`src/hdl/bhp_pkg.sv`:
```
// Shared constants, types and character tables for the backup header parser.
`timescale 1ns / 1ps
`default_nettype none
package bhp_pkg;

    // Number of leading file bytes that are examined
    localparam int HEAD_CAP  = 4096;
    localparam int POS_W     = $clog2(HEAD_CAP + 1);
    localparam int OFF_W     = 13;
    localparam int MAGIC_LEN = 15;
    localparam int VER_W     = 31;
    localparam int NONE_LEN  = 4;
    localparam int AES_LEN   = 17;
    localparam int MLEN_W    = 5;

    localparam logic [VER_W-1:0] VER_MAX = {VER_W{1'b1}};
    localparam logic [7:0]       CH_LF    = 8'h0A;
    localparam logic [7:0]       CH_MINUS = 8'h2D;
    localparam logic [7:0]       CH_ZERO  = 8'h30;
    localparam logic [7:0]       CH_ONE   = 8'h31;
    localparam logic [7:0]       CH_NINE  = 8'h39;

    // Result status codes
    localparam logic [2:0] ST_OK       = 3'd0;
    localparam logic [2:0] ST_NO_MAGIC = 3'd1;
    localparam logic [2:0] ST_MISSING  = 3'd2;
    localparam logic [2:0] ST_BAD_VER  = 3'd3;
    localparam logic [2:0] ST_BAD_COMP = 3'd4;

    // Encryption codes
    localparam logic [1:0] ENC_NONE    = 2'd0;
    localparam logic [1:0] ENC_AES     = 2'd1;
    localparam logic [1:0] ENC_UNKNOWN = 2'd2;

    // Fixed offset of the earliest possible ok payload
    localparam int MIN_OK_OFFSET = 20;

    typedef struct packed {
        logic [2:0]       status;
        logic [VER_W-1:0] version;
        logic             compression;
        logic [1:0]       encryption;
        logic [OFF_W-1:0] payload_offset;
    } t_result;

    // Magic line, one byte per index
    function automatic logic [7:0] magic_char(input logic [3:0] idx);
        logic [7:0] ch;
        case (idx)
            4'd0:    ch = 8'h41; // A
            4'd1:    ch = 8'h4E; // N
            4'd2:    ch = 8'h44; // D
            4'd3:    ch = 8'h52; // R
            4'd4:    ch = 8'h4F; // O
            4'd5:    ch = 8'h49; // I
            4'd6:    ch = 8'h44; // D
            4'd7:    ch = 8'h20; // space
            4'd8:    ch = 8'h42; // B
            4'd9:    ch = 8'h41; // A
            4'd10:   ch = 8'h43; // C
            4'd11:   ch = 8'h4B; // K
            4'd12:   ch = 8'h55; // U
            4'd13:   ch = 8'h50; // P
            4'd14:   ch = 8'h0A; // newline
            default: ch = 8'h00;
        endcase
        return ch;
    endfunction

    // Marker text "none"
    function automatic logic [7:0] none_char(input logic [1:0] idx);
        logic [7:0] ch;
        case (idx)
            2'd0:    ch = 8'h6E;
            2'd1:    ch = 8'h6F;
            2'd2:    ch = 8'h6E;
            2'd3:    ch = 8'h65;
            default: ch = 8'h00;
        endcase
        return ch;
    endfunction

    // Marker text "AES-256-encrypted"
    function automatic logic [7:0] aes_char(input logic [MLEN_W-1:0] idx);
        logic [7:0] ch;
        case (idx)
            5'd0:    ch = 8'h41; // A
            5'd1:    ch = 8'h45; // E
            5'd2:    ch = 8'h53; // S
            5'd3:    ch = 8'h2D; // -
            5'd4:    ch = 8'h32; // 2
            5'd5:    ch = 8'h35; // 5
            5'd6:    ch = 8'h36; // 6
            5'd7:    ch = 8'h2D; // -
            5'd8:    ch = 8'h65; // e
            5'd9:    ch = 8'h6E; // n
            5'd10:   ch = 8'h63; // c
            5'd11:   ch = 8'h72; // r
            5'd12:   ch = 8'h79; // y
            5'd13:   ch = 8'h70; // p
            5'd14:   ch = 8'h74; // t
            5'd15:   ch = 8'h65; // e
            5'd16:   ch = 8'h64; // d
            default: ch = 8'h00;
        endcase
        return ch;
    endfunction

endpackage
`default_nettype wire

```
`src/hdl/bhp_core.sv`:
```
// Per-byte parse state and result formation for the backup header parser.
`timescale 1ns / 1ps
`default_nettype none
module bhp_core (
    input  wire logic            i_clk,
    input  wire logic            i_rst_n,
    input  wire logic            i_step,
    input  wire logic [7:0]      i_data_byte,
    input  wire logic            i_last_byte,
    output logic                 o_emit,
    output bhp_pkg::t_result     o_result
);
    import bhp_pkg::*;

    // Phase codes
    localparam logic [2:0] PH_SEARCH  = 3'd0;
    localparam logic [2:0] PH_VERSION = 3'd1;
    localparam logic [2:0] PH_COMP    = 3'd2;
    localparam logic [2:0] PH_MARKER  = 3'd3;
    localparam logic [2:0] PH_DONE    = 3'd4;

    // Compression line codes
    localparam logic [1:0] CS_EMPTY = 2'd0;
    localparam logic [1:0] CS_ZERO  = 2'd1;
    localparam logic [1:0] CS_ONE   = 2'd2;
    localparam logic [1:0] CS_OTHER = 2'd3;

    localparam int EXT_W  = (POS_W > OFF_W) ? POS_W : OFF_W;
    localparam int PROD_W = VER_W + 4;

    logic [7:0]        r_recent [MAGIC_LEN];
    logic [7:0]        n_recent [MAGIC_LEN];
    logic [POS_W-1:0]  r_pos, n_pos;
    logic [2:0]        r_phase, n_phase;
    logic [VER_W-1:0]  r_acc, n_acc;
    logic              r_vf_digit, n_vf_digit;
    logic              r_vf_minus, n_vf_minus;
    logic              r_vf_bad, n_vf_bad;
    logic              r_vf_any, n_vf_any;
    logic [1:0]        r_comp, n_comp;
    logic [MLEN_W-1:0] r_mlen, n_mlen;
    logic              r_m_none, n_m_none;
    logic              r_m_aes, n_m_aes;
    logic              r_sent, n_sent;

    logic              w_in_cap;
    logic              w_magic_hit;
    logic [PROD_W-1:0] w_prod;
    logic              w_ver_ok;
    logic [EXT_W-1:0]  w_off_ext;
    logic [1:0]        w_enc;

    assign w_in_cap = r_pos < POS_W'(HEAD_CAP);

    // Next version value: acc * 10 + digit
    assign w_prod = {r_acc, 3'b000} + {2'b00, r_acc, 1'b0}
                  + PROD_W'(i_data_byte - CH_ZERO);

    assign w_ver_ok = !r_vf_bad && r_vf_digit && !(r_vf_minus && (r_acc != '0));

    assign w_off_ext = EXT_W'(r_pos) + EXT_W'(1);

    // Classify the marker line
    always_comb begin
        if (r_m_none && (r_mlen == MLEN_W'(NONE_LEN))) begin
            w_enc = ENC_NONE;
        end else if (r_m_aes && (r_mlen == MLEN_W'(AES_LEN))) begin
            w_enc = ENC_AES;
        end else begin
            w_enc = ENC_UNKNOWN;
        end
    end

    // Shifted window and magic compare
    always_comb begin
        for (int i = 0; i < MAGIC_LEN - 1; i++) begin
            n_recent[i] = r_recent[i];
        end
        n_recent[MAGIC_LEN-1] = r_recent[MAGIC_LEN-1];
        w_magic_hit = 1'b1;
        for (int i = 0; i < MAGIC_LEN - 1; i++) begin
            if (r_recent[i+1] != magic_char(4'(i))) begin
                w_magic_hit = 1'b0;
            end
        end
        if (i_data_byte != magic_char(4'(MAGIC_LEN - 1))) begin
            w_magic_hit = 1'b0;
        end
        if (i_step && w_in_cap && (r_phase == PH_SEARCH)) begin
            for (int i = 0; i < MAGIC_LEN - 1; i++) begin
                n_recent[i] = r_recent[i+1];
            end
            n_recent[MAGIC_LEN-1] = i_data_byte;
        end
        if (i_step && i_last_byte) begin
            for (int i = 0; i < MAGIC_LEN; i++) begin
                n_recent[i] = 8'h00;
            end
        end
    end

    // Advance the line parser by one item
    always_comb begin
        n_pos      = r_pos;
        n_phase    = r_phase;
        n_acc      = r_acc;
        n_vf_digit = r_vf_digit;
        n_vf_minus = r_vf_minus;
        n_vf_bad   = r_vf_bad;
        n_vf_any   = r_vf_any;
        n_comp     = r_comp;
        n_mlen     = r_mlen;
        n_m_none   = r_m_none;
        n_m_aes    = r_m_aes;
        n_sent     = r_sent;
        o_emit     = 1'b0;
        o_result   = '0;

        if (i_step && w_in_cap) begin
            n_pos = r_pos + POS_W'(1);
            case (r_phase)
                PH_SEARCH: begin
                    if (w_magic_hit) begin
                        n_phase    = PH_VERSION;
                        n_acc      = '0;
                        n_vf_digit = 1'b0;
                        n_vf_minus = 1'b0;
                        n_vf_bad   = 1'b0;
                        n_vf_any   = 1'b0;
                        n_comp     = CS_EMPTY;
                        n_mlen     = '0;
                        n_m_none   = 1'b1;
                        n_m_aes    = 1'b1;
                    end
                end
                PH_VERSION: begin
                    if (i_data_byte == CH_LF) begin
                        n_phase = PH_COMP;
                    end else begin
                        n_vf_any = 1'b1;
                        if ((i_data_byte >= CH_ZERO) && (i_data_byte <= CH_NINE)) begin
                            n_vf_digit = 1'b1;
                            if (w_prod > PROD_W'(VER_MAX)) begin
                                n_vf_bad = 1'b1;
                            end else begin
                                n_acc = w_prod[VER_W-1:0];
                            end
                        end else if ((i_data_byte == CH_MINUS) && !r_vf_any) begin
                            n_vf_minus = 1'b1;
                        end else begin
                            n_vf_bad = 1'b1;
                        end
                    end
                end
                PH_COMP: begin
                    if (i_data_byte == CH_LF) begin
                        n_phase = PH_MARKER;
                    end else if ((r_comp == CS_EMPTY) && (i_data_byte == CH_ZERO)) begin
                        n_comp = CS_ZERO;
                    end else if ((r_comp == CS_EMPTY) && (i_data_byte == CH_ONE)) begin
                        n_comp = CS_ONE;
                    end else begin
                        n_comp = CS_OTHER;
                    end
                end
                PH_MARKER: begin
                    if (i_data_byte == CH_LF) begin
                        n_phase = PH_DONE;
                        n_sent  = 1'b1;
                        o_emit  = 1'b1;
                        if (!w_ver_ok) begin
                            o_result.status = ST_BAD_VER;
                        end else if ((r_comp != CS_ZERO) && (r_comp != CS_ONE)) begin
                            o_result.status = ST_BAD_COMP;
                        end else begin
                            o_result.status         = ST_OK;
                            o_result.version        = r_acc;
                            o_result.compression    = (r_comp == CS_ONE);
                            o_result.encryption     = w_enc;
                            o_result.payload_offset = w_off_ext[OFF_W-1:0];
                        end
                    end else begin
                        // Drop a candidate on the first mismatch
                        if (r_m_none && !((r_mlen < MLEN_W'(NONE_LEN))
                                && (none_char(r_mlen[1:0]) == i_data_byte))) begin
                            n_m_none = 1'b0;
                        end
                        if (r_m_aes && !((r_mlen < MLEN_W'(AES_LEN))
                                && (aes_char(r_mlen) == i_data_byte))) begin
                            n_m_aes = 1'b0;
                        end
                        if (r_mlen != {MLEN_W{1'b1}}) begin
                            n_mlen = r_mlen + MLEN_W'(1);
                        end
                    end
                end
                default: begin
                end
            endcase
        end

        // End of file: report if nothing was reported, then start over
        if (i_step && i_last_byte) begin
            if (!n_sent) begin
                o_emit          = 1'b1;
                o_result        = '0;
                o_result.status = (n_phase == PH_SEARCH) ? ST_NO_MAGIC : ST_MISSING;
            end
            n_pos      = '0;
            n_phase    = PH_SEARCH;
            n_acc      = '0;
            n_vf_digit = 1'b0;
            n_vf_minus = 1'b0;
            n_vf_bad   = 1'b0;
            n_vf_any   = 1'b0;
            n_comp     = CS_EMPTY;
            n_mlen     = '0;
            n_m_none   = 1'b1;
            n_m_aes    = 1'b1;
            n_sent     = 1'b0;
        end
    end

    // Hold parse state
    always_ff @(posedge i_clk) begin
        if (!i_rst_n) begin
            for (int i = 0; i < MAGIC_LEN; i++) begin
                r_recent[i] <= 8'h00;
            end
            r_pos      <= '0;
            r_phase    <= PH_SEARCH;
            r_acc      <= '0;
            r_vf_digit <= 1'b0;
            r_vf_minus <= 1'b0;
            r_vf_bad   <= 1'b0;
            r_vf_any   <= 1'b0;
            r_comp     <= CS_EMPTY;
            r_mlen     <= '0;
            r_m_none   <= 1'b1;
            r_m_aes    <= 1'b1;
            r_sent     <= 1'b0;
        end else begin
            for (int i = 0; i < MAGIC_LEN; i++) begin
                r_recent[i] <= n_recent[i];
            end
            r_pos      <= n_pos;
            r_phase    <= n_phase;
            r_acc      <= n_acc;
            r_vf_digit <= n_vf_digit;
            r_vf_minus <= n_vf_minus;
            r_vf_bad   <= n_vf_bad;
            r_vf_any   <= n_vf_any;
            r_comp     <= n_comp;
            r_mlen     <= n_mlen;
            r_m_none   <= n_m_none;
            r_m_aes    <= n_m_aes;
            r_sent     <= n_sent;
        end
    end

endmodule
`default_nettype wire

```
`src/hdl/backup_header_parser.sv`:
```
// Top level of the backup header parser: handshake and result register.
//
// Takes a file one byte per item and gives one result item per file: on the
// newline that closes the third header line after the magic line, or else on
// the item flagged as the last byte. Only the first HEAD_CAP bytes are parsed;
// later bytes only act through their last-byte flag. One item per clock is
// sustained; the input stalls only while the result register is full and the
// output side stalls. A result is registered and appears on the output in the
// cycle after the byte that causes it.
`timescale 1ns / 1ps
`default_nettype none
module backup_header_parser (
    input  wire logic                       i_clk,
    input  wire logic                       i_rst_n,
    input  wire logic                       i_valid,
    output logic                            o_stall,
    input  wire logic [7:0]                 i_data_byte,
    input  wire logic                       i_last_byte,
    output logic                            o_valid,
    input  wire logic                       i_stall,
    output logic [2:0]                      o_status,
    output logic [bhp_pkg::VER_W-1:0]       o_version,
    output logic                            o_compression,
    output logic [1:0]                      o_encryption,
    output logic [bhp_pkg::OFF_W-1:0]       o_payload_offset
);
    import bhp_pkg::*;

    logic    w_accept;
    logic    w_emit;
    t_result w_result;
    logic    r_out_valid, n_out_valid;
    t_result r_out;

    // Take an item unless a waiting result cannot move
    assign o_stall  = r_out_valid && i_stall;
    assign w_accept = i_valid && !o_stall;

    bhp_core u_core (
        .i_clk       (i_clk),
        .i_rst_n     (i_rst_n),
        .i_step      (w_accept),
        .i_data_byte (i_data_byte),
        .i_last_byte (i_last_byte),
        .o_emit      (w_emit),
        .o_result    (w_result)
    );

    // Load a new result or drop the one just taken
    always_comb begin
        n_out_valid = r_out_valid;
        if (w_accept && w_emit) begin
            n_out_valid = 1'b1;
        end else if (r_out_valid && !i_stall) begin
            n_out_valid = 1'b0;
        end
    end

    always_ff @(posedge i_clk) begin
        if (!i_rst_n) begin
            r_out_valid <= 1'b0;
        end else begin
            r_out_valid <= n_out_valid;
        end
    end

    always_ff @(posedge i_clk) begin
        if (w_accept && w_emit) begin
            r_out <= w_result;
        end
    end

    assign o_valid          = r_out_valid;
    assign o_status         = r_out.status;
    assign o_version        = r_out.version;
    assign o_compression    = r_out.compression;
    assign o_encryption     = r_out.encryption;
    assign o_payload_offset = r_out.payload_offset;

endmodule
`default_nettype wire

```
`config.mk`:
```
export PLATFORM = sky130hd
export DESIGN_NAME = backup_header_parser
export DESIGN_NICKNAME = d
export VERILOG_FILES = /design/src/hdl/bhp_pkg.sv /design/src/hdl/bhp_core.sv /design/src/hdl/backup_header_parser.sv
export SDC_FILE = /design/constraint.sdc
export NUM_CORES = 1
export LEC_CHECK = 0
export BUFFER_PORTS_ARGS = -buffer_cell sky130_fd_sc_hd__buf_2
export CORE_UTILIZATION = 50
export DETAILED_ROUTE_END_ITERATION = 6
export PLACE_DENSITY_LB_ADDON = 0.1
export SETUP_SLACK_MARGIN = 0.4
export SKIP_CTS_REPAIR_TIMING = 1
export SLEW_MARGIN = 25
export SYNTH_ARGS = -nofsm -noshare
export SYNTH_HDL_FRONTEND = slang
export SYNTH_SLANG_ARGS = --single-unit
```
`constraint.sdc`:
```
create_clock -name i_clk -period 18.62 [get_ports i_clk]
set_clock_uncertainty 0.2 [all_clocks]
set_input_delay 0 -clock i_clk [delete_from_list [all_inputs] [get_ports i_clk]]
set_output_delay 0 -clock i_clk [all_outputs]
set_load 0.05 [all_outputs]
```
==> summary.txt <==
cell leakage power: 5.48 nW
ANT nets after route: 0
num rows: 56
Worst VDD drop: 0.0000546 V
Chip Width: 158 um
total power: 1.12 mW
Mean Syn Cell Area: 9.84 um2
final core utilization: 57.7%
R2R Setup Slk: 13.75 ns
global-route wire length before repair: 45,900 um
clock share of power: 42.4%
Internal: 0.843 mW
WL met1: 14,400 um
Clock transition at path regs: 0.06 ns
max-slew violation total from the final report: 0
P&R area growth vs syn: 12.0%
wire length on met3: 1600 um
Max Cap Violations: 0
Root Buffer: clkbuf_16
final worst path period share: 28.1%
Yosys Warn Count: 0
CTS Sinks: 231
die area: 25,000 um2
GRT Total Usage: 23.3%
Max Buffers Root-to-Sink: 3
initial antenna violation count: 2
final wirelength: 28,600 um
Top FF cell, synth: dfxtp_1
worst setup margin: 13.38 ns
# setup viols final: 0
max_slew headroom: 34.2%
drc violations: 0
violated checks: negative hold slack
largest net degree at the start of global routing: 113
hold wc startpoint: i_stall
Sw Ratio: 24.7%
FFs w/ async S/R, synth: 0%
hpwl dp: 19,700 um
Synth Area in XOR/XNOR: 4.16%
Compound-Gate Fraction of Synth Area: 13.8%
worst r2r path cells: 14
WHS Path Cells: 6
Synth Instances: 1,240
fin nets: 1,380
uppermost layer routed: met4
Switching Power: 0.276 mW
DRT Pass-1 Iters: 6
n_diodes: 0
Hold Vio Cnt, Final: 2
critical register-to-register path startpoint: u_core.r_acc[0]$_SDFFE_PP0P_
max incr delay on CP: 0.58 ns
RSZ-0062 raised after global routing: no
layout cells sized above 1: 10.4%
Mapped Area: 12,200 um2
RR Endpoint: u_core.r_acc[21]$_SDFFE_PP0P_
CP cell instances: dlygate4sd3_1 -> buf_2 -> ha_1 -> nor3_2 -> buf_4 -> fa_1 -> ha_1 -> a21oi_1 -> o211ai_2 -> o2111a_1 -> o31ai_1 -> a41oi_1 -> a2111oi_1 -> nand4b_2 -> buf_4 -> or3_4 -> o21ai_1
Synth Register Bits: 231
routability cong.: 0.931
I/O pins: 65
post-synthesis sequential area ratio: 47.3%
drt via density: 5.72
Hold Path Class: in -> reg
fin crit period: 5.24 ns
vias post-DR: 9,283
CTS H-tree depth: 1
kind of critical path: in -> reg
largest family of logic cells by synthesized area: simple AND/OR/NAND/NOR gates
Hold Path End: u_core.r_pos[1]$_SDFFE_PP0P_
pwr dens: 81.9 nW/um2
Critical path buffers and inverters: 4
Setup Slack @ Placement: 13.49 ns
worst skew pair latency: 0.54 ns
Worst Hold Slack: -0.0228 ns
Wirelength per Cell: 17.6 um
CP endpoint kind: flop
Post-synth EDFFs: 114
worst-margin pin slew: 0.988 ns
status: complete, but fails checks
CTS buffer count: 25
syn nets: 1,335
Comb pwr share: 7.7%
post-synthesis cell type count: 70
Worst Path Required: 18.88 ns
vias in the first global route: 8,529
CP delay by family, top: compound AO/OA/AOI/OAI gates
type of origin of the critical path: primary input
WL met2: 12,000 um
Starting DRT DRC Count: 807
I/O Buffers: 64
simple-gate share of the synthesized area: 20.2%
sequential share of power: 49.8%
crit-path max FO: 34
TritonCTS clock tree: yes
core area: 23,700 um2
Fin Setup TNS: 0 ns
Post-Synth Adder-Cell Area: 10.3%
Chip Height: 158 um
Finished Layout Cells: 1,623
Initial Util: 51.5%
# placed instances: 1,564
Slowest-stage cell, CP: or3_4
GR Overflow Total: 0
CP arrival: 5.50 ns
multiplexer share of the synthesized area: 0.431%
fmax: 0.191 GHz
cells in the mapped netlist, drive strengths merged, types with 10 or more instances:
master | number | area [um2]
o211ai | 38 | 295
fa | 30 | 601
clkbuf | 62 | 233
and3 | 98 | 613
xor2 | 35 | 307
nor4 | 19 | 125
edfxtp | 114 | 3420
inv | 46 | 173
nor2 | 73 | 274
o21ai | 66 | 330
nor3 | 17 | 85.1
ha | 52 | 651
nand2 | 157 | 589
dfxtp | 117 | 2340
nand3 | 21 | 105
nand4 | 17 | 106
a21oi | 105 | 526
nor4b | 16 | 140
o21a | 10 | 75.1
xnor2 | 23 | 201
area by class of cell:
cell class,count,area (um2)
repair buffers,89,541
flip-flops and latches,231,5770
clock inverters,8,60.1
clock buffers,38,726
fillers,2144,10000
inverters,46,173
multi-input cells,892,6000
well taps,319,399
worst min-delay path, stage by stage:
cell and delay, ns:
buf_2 0.08, nand2_1 0.11, nand2_1 0.09, nor2_1 0.19, nand2_1 0.13, a21oi_1 0.05
power by group through the flow:
stage / sequential (mW) / clock, mW / combinational (mW)
floorplan: 0.585 / 0 / 0.0439
global placement: 0.568 / 0 / 0.0844
detailed placement: 0.568 / 0 / 0.0847
CTS: 0.557 / 0.486 / 0.0850
global route: 0.559 / 0.507 / 0.0944
finish: 0.557 / 0.475 / 0.0867
metrics by stage:
step | hold WS [ns] | instance area, um2
6_report | -0.0228 | 13700
5_1_grt | 0.0140 | 13700
4_1_cts | -0.494 | 13500
3_5_place_dp | 0.0694 | 12700
3_3_place_gp | 0.0676 | 12700
2_1_floorplan | -0.0822 | 12200
per-layer routing:
metal / global-route usage (%) / vias to the layer above
met3: 3.56 / 45
met1: 36.2 / 4409
li1: - / 4588
met2: 33.4 / 241
met4: 6.09 / 0
met5: 0 / -
registers in the layout, summed over array words and instances, names as in the netlist, named ones only:
name and count:
u_core.r_vf_any 1, u_core.r_comp 2, o_encryption 2, u_core.r_phase 3
u_core.r_m_aes 1, u_core.r_mlen 5, o_valid 1, u_core.r_vf_digit 1
u_core.r_vf_bad 1, o_version 31, o_compression 1, u_core.r_acc 31
u_core.r_vf_minus 1, u_core.r_pos 13, u_core.r_m_none 1, o_payload_offset 13
o_status 3, u_core.r_recent 112, u_core.r_sent 1
worst max path at each step:
stage | startpoint | cells past startpoint | slack, ns | to
5_1_grt | i_data_byte[4] | 17 | 13.18 | u_core.r_acc[14]$_SDFFE_PP0P_
3_5_place_dp | i_data_byte[4] | 16 | 13.49 | u_core.r_acc[6]$_SDFFE_PP0P_
4_1_cts | u_core.r_acc[0]$_SDFFE_PP0P_ | 14 | 13.85 | u_core.r_acc[28]$_SDFFE_PP0P_
3_3_place_gp | i_data_byte[4] | 16 | 13.62 | u_core.r_acc[9]$_SDFFE_PP0P_
6_report | i_data_byte[4] | 17 | 13.38 | u_core.r_acc[21]$_SDFFE_PP0P_
2_1_floorplan | i_data_byte[4] | 15 | 12.32 | u_core.r_acc[24]$_SDFFE_PP0P_
logic make-up (layout without fill, tap and decap cells):
group           Yosys count  after routing
flops                   231            231
mux                       5              5
compound gates          274            274
fa+ha+maj                82             82
buf+inv                 117            181
xor+xnor                 58             58
simple gates            473            473
placed cells by master (no fill, tap or decap), types with 4 or more instances in the layout:
master         instances
nor3_1                16
nor2b_1                6
a21o_1                 9
inv_1                 46
xor2_1                35
clkbuf_16             26
and2_1                 7
nor2_1                72
xnor2_1               23
fa_1                  30
nand3_1               21
and3_1                98
a211oi_1               5
o211ai_1              36
ha_1                  52
dfxtp_1              117
or4_1                  4
nand2_1              155
edfxtp_1             114
o21ai_1               30
a31oi_1                5
buf_2                 64
buf_4                 12
dlygate4sd3_1         13
o21ai_0               35
or3_1                  6
o2111ai_1              4
nor4bb_1               8
o21a_1                10
nor4b_1               16
nand4_1               17
nor4_1                18
clkbuf_1               9
a21oi_1              105
(Power assumes the default switching activity.)
